$ cat src/hw/rtl/interval_lane_assigner_core_assert.svh
// Assertion macros for the interval lane assigner
`ifndef INTERVAL_LANE_ASSIGNER_CORE_ASSERT_SVH
`define INTERVAL_LANE_ASSIGNER_CORE_ASSERT_SVH

// same-cycle implication, checked outside reset
`define ILA_ASSERT_NOW(lbl, ante, cons, msg) \
    lbl: assert property (@(posedge i_clk) disable iff (!i_rst_n) (ante) |-> (cons)) \
        else $error(msg);

// next-cycle implication, checked outside reset
`define ILA_ASSERT_NEXT(lbl, ante, cons, msg) \
    lbl: assert property (@(posedge i_clk) disable iff (!i_rst_n) (ante) |=> (cons)) \
        else $error(msg);

`endif

$ cat src/hw/rtl/ila_pkg.sv
// Shared types and constants of the interval lane assigner
package ila_pkg;

    localparam int LANE_SLOTS_DEF  = 16;
    localparam int BATCH_DEPTH_DEF = 1024;

    localparam int START_W    = 11;
    localparam int DUR_W      = 12;
    localparam int END_W      = 13;
    localparam int MAXL_W     = 5;
    localparam int MINX_W     = 11;
    localparam int IDX_W      = 10;
    localparam int LANE_W     = 5;
    localparam int SIZE_W     = 11;
    localparam int CFG_IDX_W  = 2;
    localparam int CFG_DATA_W = 11;

    localparam logic [CFG_IDX_W-1:0] CFG_MAX_LANES  = 2'd0;
    localparam logic [CFG_IDX_W-1:0] CFG_MIN_EXTENT = 2'd1;

    localparam logic [MAXL_W-1:0] MAX_LANES_RST  = 5'd3;
    localparam logic [MINX_W-1:0] MIN_EXTENT_RST = 11'd15;

    localparam logic REC_LANE  = 1'b0;
    localparam logic REC_CLOSE = 1'b1;

    typedef struct packed {
        logic [START_W-1:0] start_minutes;
        logic [DUR_W-1:0]   duration_minutes;
        logic               final_item;
    } t_in_word;

    typedef struct packed {
        logic               record_kind;
        logic [IDX_W-1:0]   item_index;
        logic [LANE_W-1:0]  lane_index;
        logic               is_collapsed;
        logic               slot_overflow;
        logic [IDX_W-1:0]   cluster_first;
        logic [SIZE_W-1:0]  cluster_size;
        logic [LANE_W-1:0]  cluster_lanes;
        logic               end_of_run;
    } t_res_word;

    typedef struct packed {
        logic               clear;
        logic               apply;
        logic [START_W-1:0] start;
        logic [END_W-1:0]   iv_end;
    } t_cell_cmd;

    typedef struct packed {
        logic take;
        logic fresh;
    } t_cell_stat;

    typedef struct packed {
        logic take_any;
        logic fresh;
    } t_chain_stat;

endpackage

$ cat src/hw/rtl/ila_channels.sv
// Valid/ready channel interfaces for interval words and result words
interface ila_in_if;
    logic             valid;
    logic             ready;
    ila_pkg::t_in_word data;

    modport source (output valid, output data, input ready);
    modport sink   (input valid, input data, output ready);
endinterface

interface ila_res_if;
    logic              valid;
    logic              ready;
    ila_pkg::t_res_word data;

    modport source (output valid, output data, input ready);
    modport sink   (input valid, input data, output ready);
endinterface

$ cat src/hw/rtl/ila_cell.sv
// One lane cell: holds a lane end and its in-use bit, passes the claim onward
module ila_cell (
    input  logic                i_clk,
    input  logic                i_rst_n,
    input  ila_pkg::t_cell_cmd  i_cmd,
    input  logic                i_claim,
    output logic                o_claim,
    output ila_pkg::t_cell_stat o_stat
);

    logic                        r_used;
    logic [ila_pkg::END_W-1:0]   r_end;
    logic                        take;

    assign take = !i_claim && (!r_used || (r_end <= ila_pkg::END_W'(i_cmd.start)));
    assign o_claim = i_claim | take;
    assign o_stat.take  = take;
    assign o_stat.fresh = take & !r_used;

    always_ff @(posedge i_clk) begin
        if (!i_rst_n) begin
            r_used <= 1'b0;
        end else if (i_cmd.clear) begin
            r_used <= 1'b0;
        end else if (i_cmd.apply && take) begin
            r_used <= 1'b1;
        end
    end

    always_ff @(posedge i_clk) begin
        if (i_cmd.apply && take) begin
            r_end <= i_cmd.iv_end;
        end
    end

endmodule

$ cat src/hw/rtl/ila_lane_chain.sv
// Row of lane cells with a rippled claim and lane number encoding
module ila_lane_chain #(
    parameter int LANE_SLOTS = ila_pkg::LANE_SLOTS_DEF,
    localparam int LW = $clog2(LANE_SLOTS + 1)
) (
    input  logic                 i_clk,
    input  logic                 i_rst_n,
    input  ila_pkg::t_cell_cmd   i_cmd,
    output ila_pkg::t_chain_stat o_stat,
    output logic [LW-1:0]        o_lane
);

    logic [LANE_SLOTS:0]   claim;
    logic [LANE_SLOTS-1:0] take;
    logic [LANE_SLOTS-1:0] fresh;

    assign claim[0] = 1'b0;

    for (genvar g = 0; g < LANE_SLOTS; g++) begin : g_cell
        ila_pkg::t_cell_stat stat;

        ila_cell u_cell (
            .i_clk   (i_clk),
            .i_rst_n (i_rst_n),
            .i_cmd   (i_cmd),
            .i_claim (claim[g]),
            .o_claim (claim[g+1]),
            .o_stat  (stat)
        );

        assign take[g]  = stat.take;
        assign fresh[g] = stat.fresh;
    end

    assign o_stat.take_any = claim[LANE_SLOTS];
    assign o_stat.fresh    = |fresh;

    always_comb begin
        o_lane = LW'(LANE_SLOTS);
        for (int i = 0; i < LANE_SLOTS; i++) begin
            if (take[i]) begin
                o_lane = LW'(i);
            end
        end
    end

endmodule

$ cat src/hw/rtl/interval_lane_assigner_core.sv
// Interval lane assigner: greedy lane packing of sorted intervals with cluster records
//
// Channels: i_in takes one interval word (start, duration, final flag) when valid and
// ready are high; o_res gives result words, each either a lane result or a cluster close
// record, with end_of_run set on the last word an interval causes. Registers max_lanes
// and min_extent_minutes are written through i_cfg_we / i_cfg_index / i_cfg_data.
// Sequence: an interval word is taken in the idle state, then a check step decides whether it
// closes the open cluster (close record out), an assign step runs the lane cell row and puts
// out the lane result, and a final interval adds a final step for its close record. The
// control sequencer runs these steps; a new interval word is taken only back in the idle state.
// The lane cells compare all lane ends in parallel, lowest free lane wins.
// Results pass through a one-word output register; a stalled receiver holds the
// sequencer at the step that wants to emit, and input stays blocked meanwhile.
// Reset: registers return to max_lanes 3 and min_extent 15, lanes and cluster state clear.
// A final interval clears lanes, cluster state and the item index after its close record.
module interval_lane_assigner_core #(
    parameter int LANE_SLOTS  = ila_pkg::LANE_SLOTS_DEF,
    parameter int BATCH_DEPTH = ila_pkg::BATCH_DEPTH_DEF
) (
    input  logic                           i_clk,
    input  logic                           i_rst_n,
    input  logic                           i_cfg_we,
    input  logic [ila_pkg::CFG_IDX_W-1:0]  i_cfg_index,
    input  logic [ila_pkg::CFG_DATA_W-1:0] i_cfg_data,
    ila_in_if.sink                         i_in,
    ila_res_if.source                      o_res
);

    `include "interval_lane_assigner_core_assert.svh"

    localparam int LW = $clog2(LANE_SLOTS + 1);
    localparam int CW = (LW > ila_pkg::MAXL_W) ? LW : ila_pkg::MAXL_W;
    localparam int BW = $clog2(BATCH_DEPTH);
    localparam int MW = $clog2(BATCH_DEPTH + 1);
    localparam int EW = ila_pkg::END_W;

    localparam logic [1:0] S_IDLE   = 2'd0;
    localparam logic [1:0] S_CHECK  = 2'd1;
    localparam logic [1:0] S_ASSIGN = 2'd2;
    localparam logic [1:0] S_FINAL  = 2'd3;

    logic [ila_pkg::MAXL_W-1:0]  r_max_lanes;
    logic [ila_pkg::MINX_W-1:0]  r_min_extent;
    logic [1:0]                  r_state;
    logic [ila_pkg::START_W-1:0] r_start;
    logic [ila_pkg::DUR_W-1:0]   r_dur;
    logic                        r_fin;
    logic [EW-1:0]               r_iv_end;
    logic [LW-1:0]               r_lanes_in_use;
    logic [EW-1:0]               r_cluster_end;
    logic                        r_cluster_open;
    logic [BW-1:0]               r_cluster_start;
    logic [BW-1:0]               r_next_index;
    logic [MW-1:0]               r_member_count;
    logic                        r_out_valid;
    ila_pkg::t_res_word          r_out_word;

    logic [CW-1:0]               eff_max;
    logic [CW-1:0]               close_lanes;
    logic                        can_emit;
    logic                        close_now;
    logic [ila_pkg::DUR_W-1:0]   ext;
    logic [EW-1:0]               n_iv_end;
    logic                        emit_close_chk;
    logic                        emit_iv;
    logic                        emit_fin;
    ila_pkg::t_res_word          close_word;
    ila_pkg::t_res_word          lane_word;
    ila_pkg::t_cell_cmd          cell_cmd;
    ila_pkg::t_chain_stat        chain_stat;
    logic [LW-1:0]               chain_lane;

    always_comb begin
        eff_max = CW'(r_max_lanes);
        if (eff_max == '0) begin
            eff_max = CW'(1);
        end else if (eff_max > CW'(LANE_SLOTS)) begin
            eff_max = CW'(LANE_SLOTS);
        end
        close_lanes = CW'(r_lanes_in_use);
        if (close_lanes == '0) begin
            close_lanes = CW'(1);
        end
        if (close_lanes > eff_max) begin
            close_lanes = eff_max;
        end
    end

    assign can_emit  = !r_out_valid || o_res.ready;
    assign close_now = r_cluster_open && (EW'(r_start) >= r_cluster_end);
    assign ext       = (r_dur > ila_pkg::DUR_W'(r_min_extent)) ? r_dur
                                                              : ila_pkg::DUR_W'(r_min_extent);
    assign n_iv_end  = EW'(r_start) + EW'(ext);

    assign emit_close_chk = (r_state == S_CHECK) && close_now && can_emit;
    assign emit_iv        = (r_state == S_ASSIGN) && can_emit;
    assign emit_fin       = (r_state == S_FINAL) && can_emit;

    always_comb begin
        close_word               = '0;
        close_word.record_kind   = ila_pkg::REC_CLOSE;
        close_word.cluster_first = ila_pkg::IDX_W'(r_cluster_start);
        close_word.cluster_size  = ila_pkg::SIZE_W'(r_member_count);
        close_word.cluster_lanes = ila_pkg::LANE_W'(close_lanes);
        close_word.end_of_run    = (r_state == S_FINAL);

        lane_word               = '0;
        lane_word.record_kind   = ila_pkg::REC_LANE;
        lane_word.item_index    = ila_pkg::IDX_W'(r_next_index);
        lane_word.lane_index    = ila_pkg::LANE_W'(chain_lane);
        lane_word.is_collapsed  = (CW'(chain_lane) >= eff_max);
        lane_word.slot_overflow = !chain_stat.take_any;
        lane_word.end_of_run    = !r_fin;
    end

    assign cell_cmd.clear  = emit_close_chk || emit_fin;
    assign cell_cmd.apply  = emit_iv;
    assign cell_cmd.start  = r_start;
    assign cell_cmd.iv_end = r_iv_end;

    ila_lane_chain #(
        .LANE_SLOTS (LANE_SLOTS)
    ) u_chain (
        .i_clk   (i_clk),
        .i_rst_n (i_rst_n),
        .i_cmd   (cell_cmd),
        .o_stat  (chain_stat),
        .o_lane  (chain_lane)
    );

    always_ff @(posedge i_clk) begin
        if (!i_rst_n) begin
            r_max_lanes  <= ila_pkg::MAX_LANES_RST;
            r_min_extent <= ila_pkg::MIN_EXTENT_RST;
        end else if (i_cfg_we) begin
            case (i_cfg_index)
                ila_pkg::CFG_MAX_LANES: begin
                    r_max_lanes <= ila_pkg::MAXL_W'(i_cfg_data);
                end
                ila_pkg::CFG_MIN_EXTENT: begin
                    r_min_extent <= ila_pkg::MINX_W'(i_cfg_data);
                end
                default: begin
                end
            endcase
        end
    end

    always_ff @(posedge i_clk) begin
        if (!i_rst_n) begin
            r_state         <= S_IDLE;
            r_lanes_in_use  <= '0;
            r_cluster_end   <= '0;
            r_cluster_open  <= 1'b0;
            r_cluster_start <= '0;
            r_next_index    <= '0;
            r_member_count  <= '0;
            r_out_valid     <= 1'b0;
        end else begin
            if (emit_close_chk || emit_iv || emit_fin) begin
                r_out_valid <= 1'b1;
            end else if (o_res.ready) begin
                r_out_valid <= 1'b0;
            end
            case (r_state)
                S_IDLE: begin
                    if (i_in.valid) begin
                        r_state <= S_CHECK;
                    end
                end
                S_CHECK: begin
                    if (!close_now) begin
                        r_state <= S_ASSIGN;
                    end else if (can_emit) begin
                        r_lanes_in_use  <= '0;
                        r_cluster_start <= r_next_index;
                        r_member_count  <= '0;
                        r_cluster_open  <= 1'b0;
                        r_state         <= S_ASSIGN;
                    end
                end
                S_ASSIGN: begin
                    if (can_emit) begin
                        if (chain_stat.fresh) begin
                            r_lanes_in_use <= r_lanes_in_use + LW'(1);
                        end
                        if (!r_cluster_open || (r_iv_end > r_cluster_end)) begin
                            r_cluster_end <= r_iv_end;
                        end
                        r_cluster_open <= 1'b1;
                        if (r_member_count < MW'(BATCH_DEPTH)) begin
                            r_member_count <= r_member_count + MW'(1);
                        end
                        if (r_next_index == BW'(BATCH_DEPTH - 1)) begin
                            r_next_index <= '0;
                        end else begin
                            r_next_index <= r_next_index + BW'(1);
                        end
                        r_state <= r_fin ? S_FINAL : S_IDLE;
                    end
                end
                S_FINAL: begin
                    if (can_emit) begin
                        r_lanes_in_use  <= '0;
                        r_cluster_end   <= '0;
                        r_cluster_open  <= 1'b0;
                        r_cluster_start <= '0;
                        r_next_index    <= '0;
                        r_member_count  <= '0;
                        r_state         <= S_IDLE;
                    end
                end
                default: begin
                    r_state <= S_IDLE;
                end
            endcase
        end
    end

    always_ff @(posedge i_clk) begin
        if ((r_state == S_IDLE) && i_in.valid) begin
            r_start <= i_in.data.start_minutes;
            r_dur   <= i_in.data.duration_minutes;
            r_fin   <= i_in.data.final_item;
        end
        if (r_state == S_CHECK) begin
            r_iv_end <= n_iv_end;
        end
        if (emit_close_chk || emit_fin) begin
            r_out_word <= close_word;
        end else if (emit_iv) begin
            r_out_word <= lane_word;
        end
    end

    assign i_in.ready  = (r_state == S_IDLE);
    assign o_res.valid = r_out_valid;
    assign o_res.data  = r_out_word;

    `ILA_ASSERT_NOW(a_overflow_full, emit_iv && !chain_stat.take_any,
        r_lanes_in_use == LW'(LANE_SLOTS), "slot overflow with a lane still free")
    `ILA_ASSERT_NOW(a_open_has_members, r_cluster_open,
        r_member_count != '0, "open cluster without members")
    `ILA_ASSERT_NEXT(a_final_clears, emit_fin,
        (r_lanes_in_use == '0) && !r_cluster_open && (r_next_index == '0),
        "state not cleared after final close")
    `ILA_ASSERT_NOW(a_lanes_bound, r_cluster_open,
        r_lanes_in_use <= LW'(LANE_SLOTS), "lane count beyond slot count")

endmodule
$ cat src/flat_wrapper.sv
// flat-port wrapper written by rule: the top's interface ports become plain ports
module interval_lane_assigner_core_flat 
#(
    parameter int LANE_SLOTS  = ila_pkg::LANE_SLOTS_DEF,
    parameter int BATCH_DEPTH = ila_pkg::BATCH_DEPTH_DEF
)
  (i_clk, i_rst_n, i_cfg_we, i_cfg_index, i_cfg_data, i_in_valid, i_in_data, i_in_ready, o_res_valid, o_res_data, o_res_ready);
  ila_in_if i_in_i ();
  ila_res_if o_res_i ();
  input  logic i_clk;
  input  logic i_rst_n;
  input  logic i_cfg_we;
  input  logic [ila_pkg::CFG_IDX_W-1:0] i_cfg_index;
  input  logic [ila_pkg::CFG_DATA_W-1:0] i_cfg_data;
  input wire logic [$bits(i_in_i.valid)-1:0] i_in_valid;
  input wire logic [$bits(i_in_i.data)-1:0] i_in_data;
  output wire logic [$bits(i_in_i.ready)-1:0] i_in_ready;
  output wire logic [$bits(o_res_i.valid)-1:0] o_res_valid;
  output wire logic [$bits(o_res_i.data)-1:0] o_res_data;
  input wire logic [$bits(o_res_i.ready)-1:0] o_res_ready;
  assign i_in_i.valid = i_in_valid;
  assign i_in_i.data = i_in_data;
  assign i_in_ready = i_in_i.ready;
  assign o_res_valid = o_res_i.valid;
  assign o_res_data = o_res_i.data;
  assign o_res_i.ready = o_res_ready;
  interval_lane_assigner_core #(.LANE_SLOTS(LANE_SLOTS), .BATCH_DEPTH(BATCH_DEPTH)) u_core (.i_clk(i_clk), .i_rst_n(i_rst_n), .i_cfg_we(i_cfg_we), .i_cfg_index(i_cfg_index), .i_cfg_data(i_cfg_data), .i_in(i_in_i), .o_res(o_res_i));
endmodule
$ cat config.mk
export PLATFORM = sky130hd
export DESIGN_NAME = interval_lane_assigner_core_flat
export DESIGN_NICKNAME = d
export VERILOG_FILES = /design/src/hw/rtl/ila_pkg.sv /design/src/hw/rtl/ila_channels.sv /design/src/hw/rtl/ila_cell.sv /design/src/hw/rtl/ila_lane_chain.sv /design/src/hw/rtl/interval_lane_assigner_core.sv /design/src/flat_wrapper.sv
export VERILOG_INCLUDE_DIRS = /design/src /design/src/hw/rtl
export SDC_FILE = /design/constraint.sdc
export NUM_CORES = 1
export LEC_CHECK = 0
export ABC_CLOCK_PERIOD_IN_PS = 8140
export BUFFER_PORTS_ARGS = -buffer_cell sky130_fd_sc_hd__buf_4
export CORE_MARGIN = 4
export CORE_UTILIZATION = 50
export CTS_BUF_LIST = sky130_fd_sc_hd__clkbuf_8 sky130_fd_sc_hd__clkbuf_16
export DETAILED_ROUTE_END_ITERATION = 8
export PLACE_DENSITY = 0.67
export SLEW_MARGIN = 10
export SYNTH_ARGS = -nofsm -noshare
export SYNTH_HDL_FRONTEND = slang
export SYNTH_SLANG_ARGS = --single-unit
$ cat constraint.sdc
create_clock -name i_clk -period 8.14 [get_ports i_clk]
set_clock_uncertainty 0.15 [all_clocks]
set_input_delay 0.407 -clock i_clk [delete_from_list [all_inputs] [get_ports i_clk]]
set_output_delay 0.407 -clock i_clk [all_outputs]
set_load 0.02 [all_outputs]
==> results.json <==
{
  "n_antenna_cell": 0,
  "die_area_sq_mm": 0.0405,
  "final_net_count": 1975,
  "cp_top_family": "simple AND/OR/NAND/NOR gates",
  "drtPass1Iterations": 5,
  "grt_max_degree": 67,
  "crit_chain": "inv_1 -> ha_1 -> a211o_1 -> a211oi_1 -> nor3b_1 -> and3b_1 -> nand4_2 -> o32ai_1 -> or2_2 -> nor3_1 -> ha_1 -> nand2b_1 -> a21o_1 -> a21oi_1 -> nor2b_1 -> o21ai_0 -> a211oi_1",
  "final_cell_mix": "272 x edfxtp_1, 236 x ha_1, 106 x buf_4",
  "ys_seq_area_frac": 0.547,
  "cap_viol_max_count": 0,
  "powerDensity_mw_per_mm2": 201,
  "synth_seq_cells": 374,
  "critPathKind": "flop to flop",
  "synthesis.area_sq_mm": 0.0187,
  "clkSlewWorstSetupHoldPaths_ns": 0.06,
  "vias": 12900,
  "antenna_left": 0,
  "hp-class": "input port to flop",
  "detail_route.wl_per_cell_um": 20.9,
  "worst-path-max-fanout": 16,
  "final_layout_size_suffix_gt1_frac": 0.114,
  "synth_flop_cell": "edfxtp_1",
  "drtIter0Drc": 960,
  "fin_setup_tns_ns": 0,
  "setup_viol": 0,
  "avgSynthCellArea_sq_um": 12.1,
  "fp-row-count": 70,
  "place_area_sq_mm": 0.0199,
  "cp_num_buf_inv": 1,
  "core_sq_mm": 0.0367,
  "viasPerCell": 5.90,
  "cp.required_ns": 8.40,
  "grt_pass1_vias": 13100,
  "syn-num-nets": 1824,
  "min_period_over_period": 0.619,
  "numCtsBuffers": 41,
  "cp-end-kind": "flop",
  "gp_congestion": 0.885,
  "grt_antenna_before_repair": 0,
  "peakVddDrop_mv": 0.149,
  "io_buffers": 88,
  "clock_latency_ns": 0.55,
  "dieWidth_um": 201,
  "grt_remaining_overflow": 0,
  "rr_startpoint": "u_core.r_start[8]$_DFFE_PP_",
  "cts_root_buf": "clkbuf_16",
  "critPathCapture": "u_core.o_res.data[28]$_SDFFE_PP0P_",
  "slew_viol_final": 0,
  "cpPeakStageDelay_ns": 0.68,
  "initial_core_util": 0.508,
  "synth.yosys.warnings": 0,
  "mostFrequentLayoutCell": "edfxtp_1",
  "synth_cell_types": 75,
  "setup.worst_path.start_class": "flop",
  "dp_hpwl_mm": 30.2,
  "ctsHtreeMaxLevel": 2,
  "synth_edf_count": 272,
  "post_cts_resize_count": 0,
  "dp_worst_setup_slack_ns": 3.24,
  "fin_area_sq_mm": 0.0215,
  "cts_tree": "done",
  "path_depth": 17,
  "rsz0062_at_grt": "false",
  "r2r_slack_ns": 3.10,
  "tightest_slew_ns": 1.18,
  "period_needed_ns": 5.04,
  "routed_wl_mm": 45.9,
  "grt_util_all_layers": 0.224,
  "clock_sinks": 374,
  "synthCells": 1545,
  "r2r_end": "u_core.o_res.data[28]$_SDFFE_PP0P_",
  "area_growth_pct": 15.4,
  "timing.final.ws_setup_ns": 3.10,
  "io_pins": 89,
  "cts_buffer_depth": 3,
  "slowest_stage": "inv_1",
  "die_h_um": 201,
  "fmax_mhz": 198,
  "startpoint": "u_core.r_start[8]$_DFFE_PP_",
  "outcome": "finished clean",
  "async_reset_ff_frac": 0,
  "final_hold_viol_count": 0,
  "power_leakage_nw": 8.26,
  "cp.arrival_ns": 5.30,
  "max_slew_margin": 0.213,
  "r2r_cells": 17,
  "grt_pass1_wl_mm": 71.8,
  "finish.utilization": 0.587,
  "drc": 0
}
kinds of logic (layout without fill, tap and decap cells):
kind of cell,after synthesis,after routing,synth area share
buf+inv,108,289,0.0219
simple gates,468,468,0.133
xor+xnor,20,20,0.00939
flops,374,374,0.547
fa+ha+maj,237,237,0.159
mux,33,33,0.0185
compound gates,305,305,0.110
tightest hold or removal path, stage by stage:
cell	delay (ns)
buf_4	0.10
nand2_1	0.05
a21oi_1	0.12
a21oi_1	0.05
nor2b_1	0.09
routing by layer:
metal,vias up,share of wire,GRT usage
met3,87,0.061,0.0367
met2,403,0.47,0.371
li1,6178,-,-
met1,6281,0.45,0.309
met4,0,0.026,0.0659
met5,-,0,0
synth_stat cells (31+ instances only):
| cell | count | area [sq um] |
|---|---|---|
| edfxtp_1 | 272 | 8170 |
| nand3_1 | 64 | 320 |
| inv_1 | 75 | 282 |
| nand4_1 | 32 | 200 |
| o21ai_0 | 55 | 275 |
| a21oi_1 | 75 | 375 |
| dfxtp_1 | 102 | 2040 |
| nor2_1 | 93 | 349 |
| clkbuf_1 | 31 | 116 |
| nand2_1 | 96 | 360 |
| and2_1 | 34 | 213 |
| ha_1 | 236 | 2950 |
worst min-delay path by stage:
stage	startpoint	end	slack [ns]	cells past startpoint
after floorplan	u_core.r_cluster_end[10]$_SDFFE_PN0P_	u_core.r_cluster_end[10]$_SDFFE_PN0P_	0.28	2
after CTS	i_in_valid	u_core.r_state[0]$_SDFFE_PN0P_	0.13	5
after global placement	u_core.r_cluster_end[10]$_SDFFE_PN0P_	u_core.r_cluster_end[10]$_SDFFE_PN0P_	0.29	2
final	i_in_valid	u_core.r_state[0]$_SDFFE_PN0P_	0.16	5
after detailed placement	u_core.r_cluster_end[11]$_SDFFE_PN0P_	u_core.r_cluster_end[11]$_SDFFE_PN0P_	0.30	2
after global routing	i_in_valid	u_core.r_state[0]$_SDFFE_PN0P_	0.16	5
flip-flops by register name, summed over array words and instances (netlist names):
name and cells:
u_core.r_cluster_start 10, u_core.r_dur 12, u_core.r_min_extent 11, u_core.r_cluster_open 1
u_core.o_res.valid 1, u_core.r_member_count 11, u_core.o_res.data 44, u_core.u_chain.g_cell.u_cell.r_used 16
u_core.r_lanes_in_use 5, u_core.r_fin 1, u_core.r_max_lanes 5, u_core.r_state 2
u_core.r_next_index 10, u_core.r_start 11, u_core.r_iv_end 13, u_core.u_chain.g_cell.u_cell.r_end 208
u_core.r_cluster_end 13
what timing repair did:
action,4_1_cts,5_1_grt
setup buffers,0,0
hold endpoints to repair,39,0
hold buffers,35,0
report_power, final:
part           total (mW)  internal [mW]  switching, mW  leakage, nW
Clock                1.72          0.997          0.725        0.661
Combinational       0.439          0.179          0.261         4.32
Sequential           2.17           2.11         0.0646         3.28
Total                4.34           3.28           1.05         8.26
cell type report:
| cell class | count | area [sq um] |
|---|---|---|
| flip-flops and latches | 374 | 10200 |
| multi-input cells | 1063 | 8070 |
| inverters | 75 | 282 |
| fillers | 2904 | 15200 |
| well taps | 468 | 586 |
| repair buffers | 141 | 1150 |
| clock buffers | 47 | 1110 |
| clock inverters | 26 | 135 |
stage by stage:
step / total power, mW / std cells / hold slack, ns
3_3_place_gp: 2.62 / 2086 / 0.293
4_1_cts: 4.37 / 2194 / 0.132
3_5_place_dp: 2.64 / 2086 / 0.297
5_1_grt: 4.51 / 2194 / 0.161
6_report: 4.34 / 2194 / 0.163
2_1_floorplan: 2.45 / 1545 / 0.285
No activity file was read; power rests on OpenSTA's default activity.
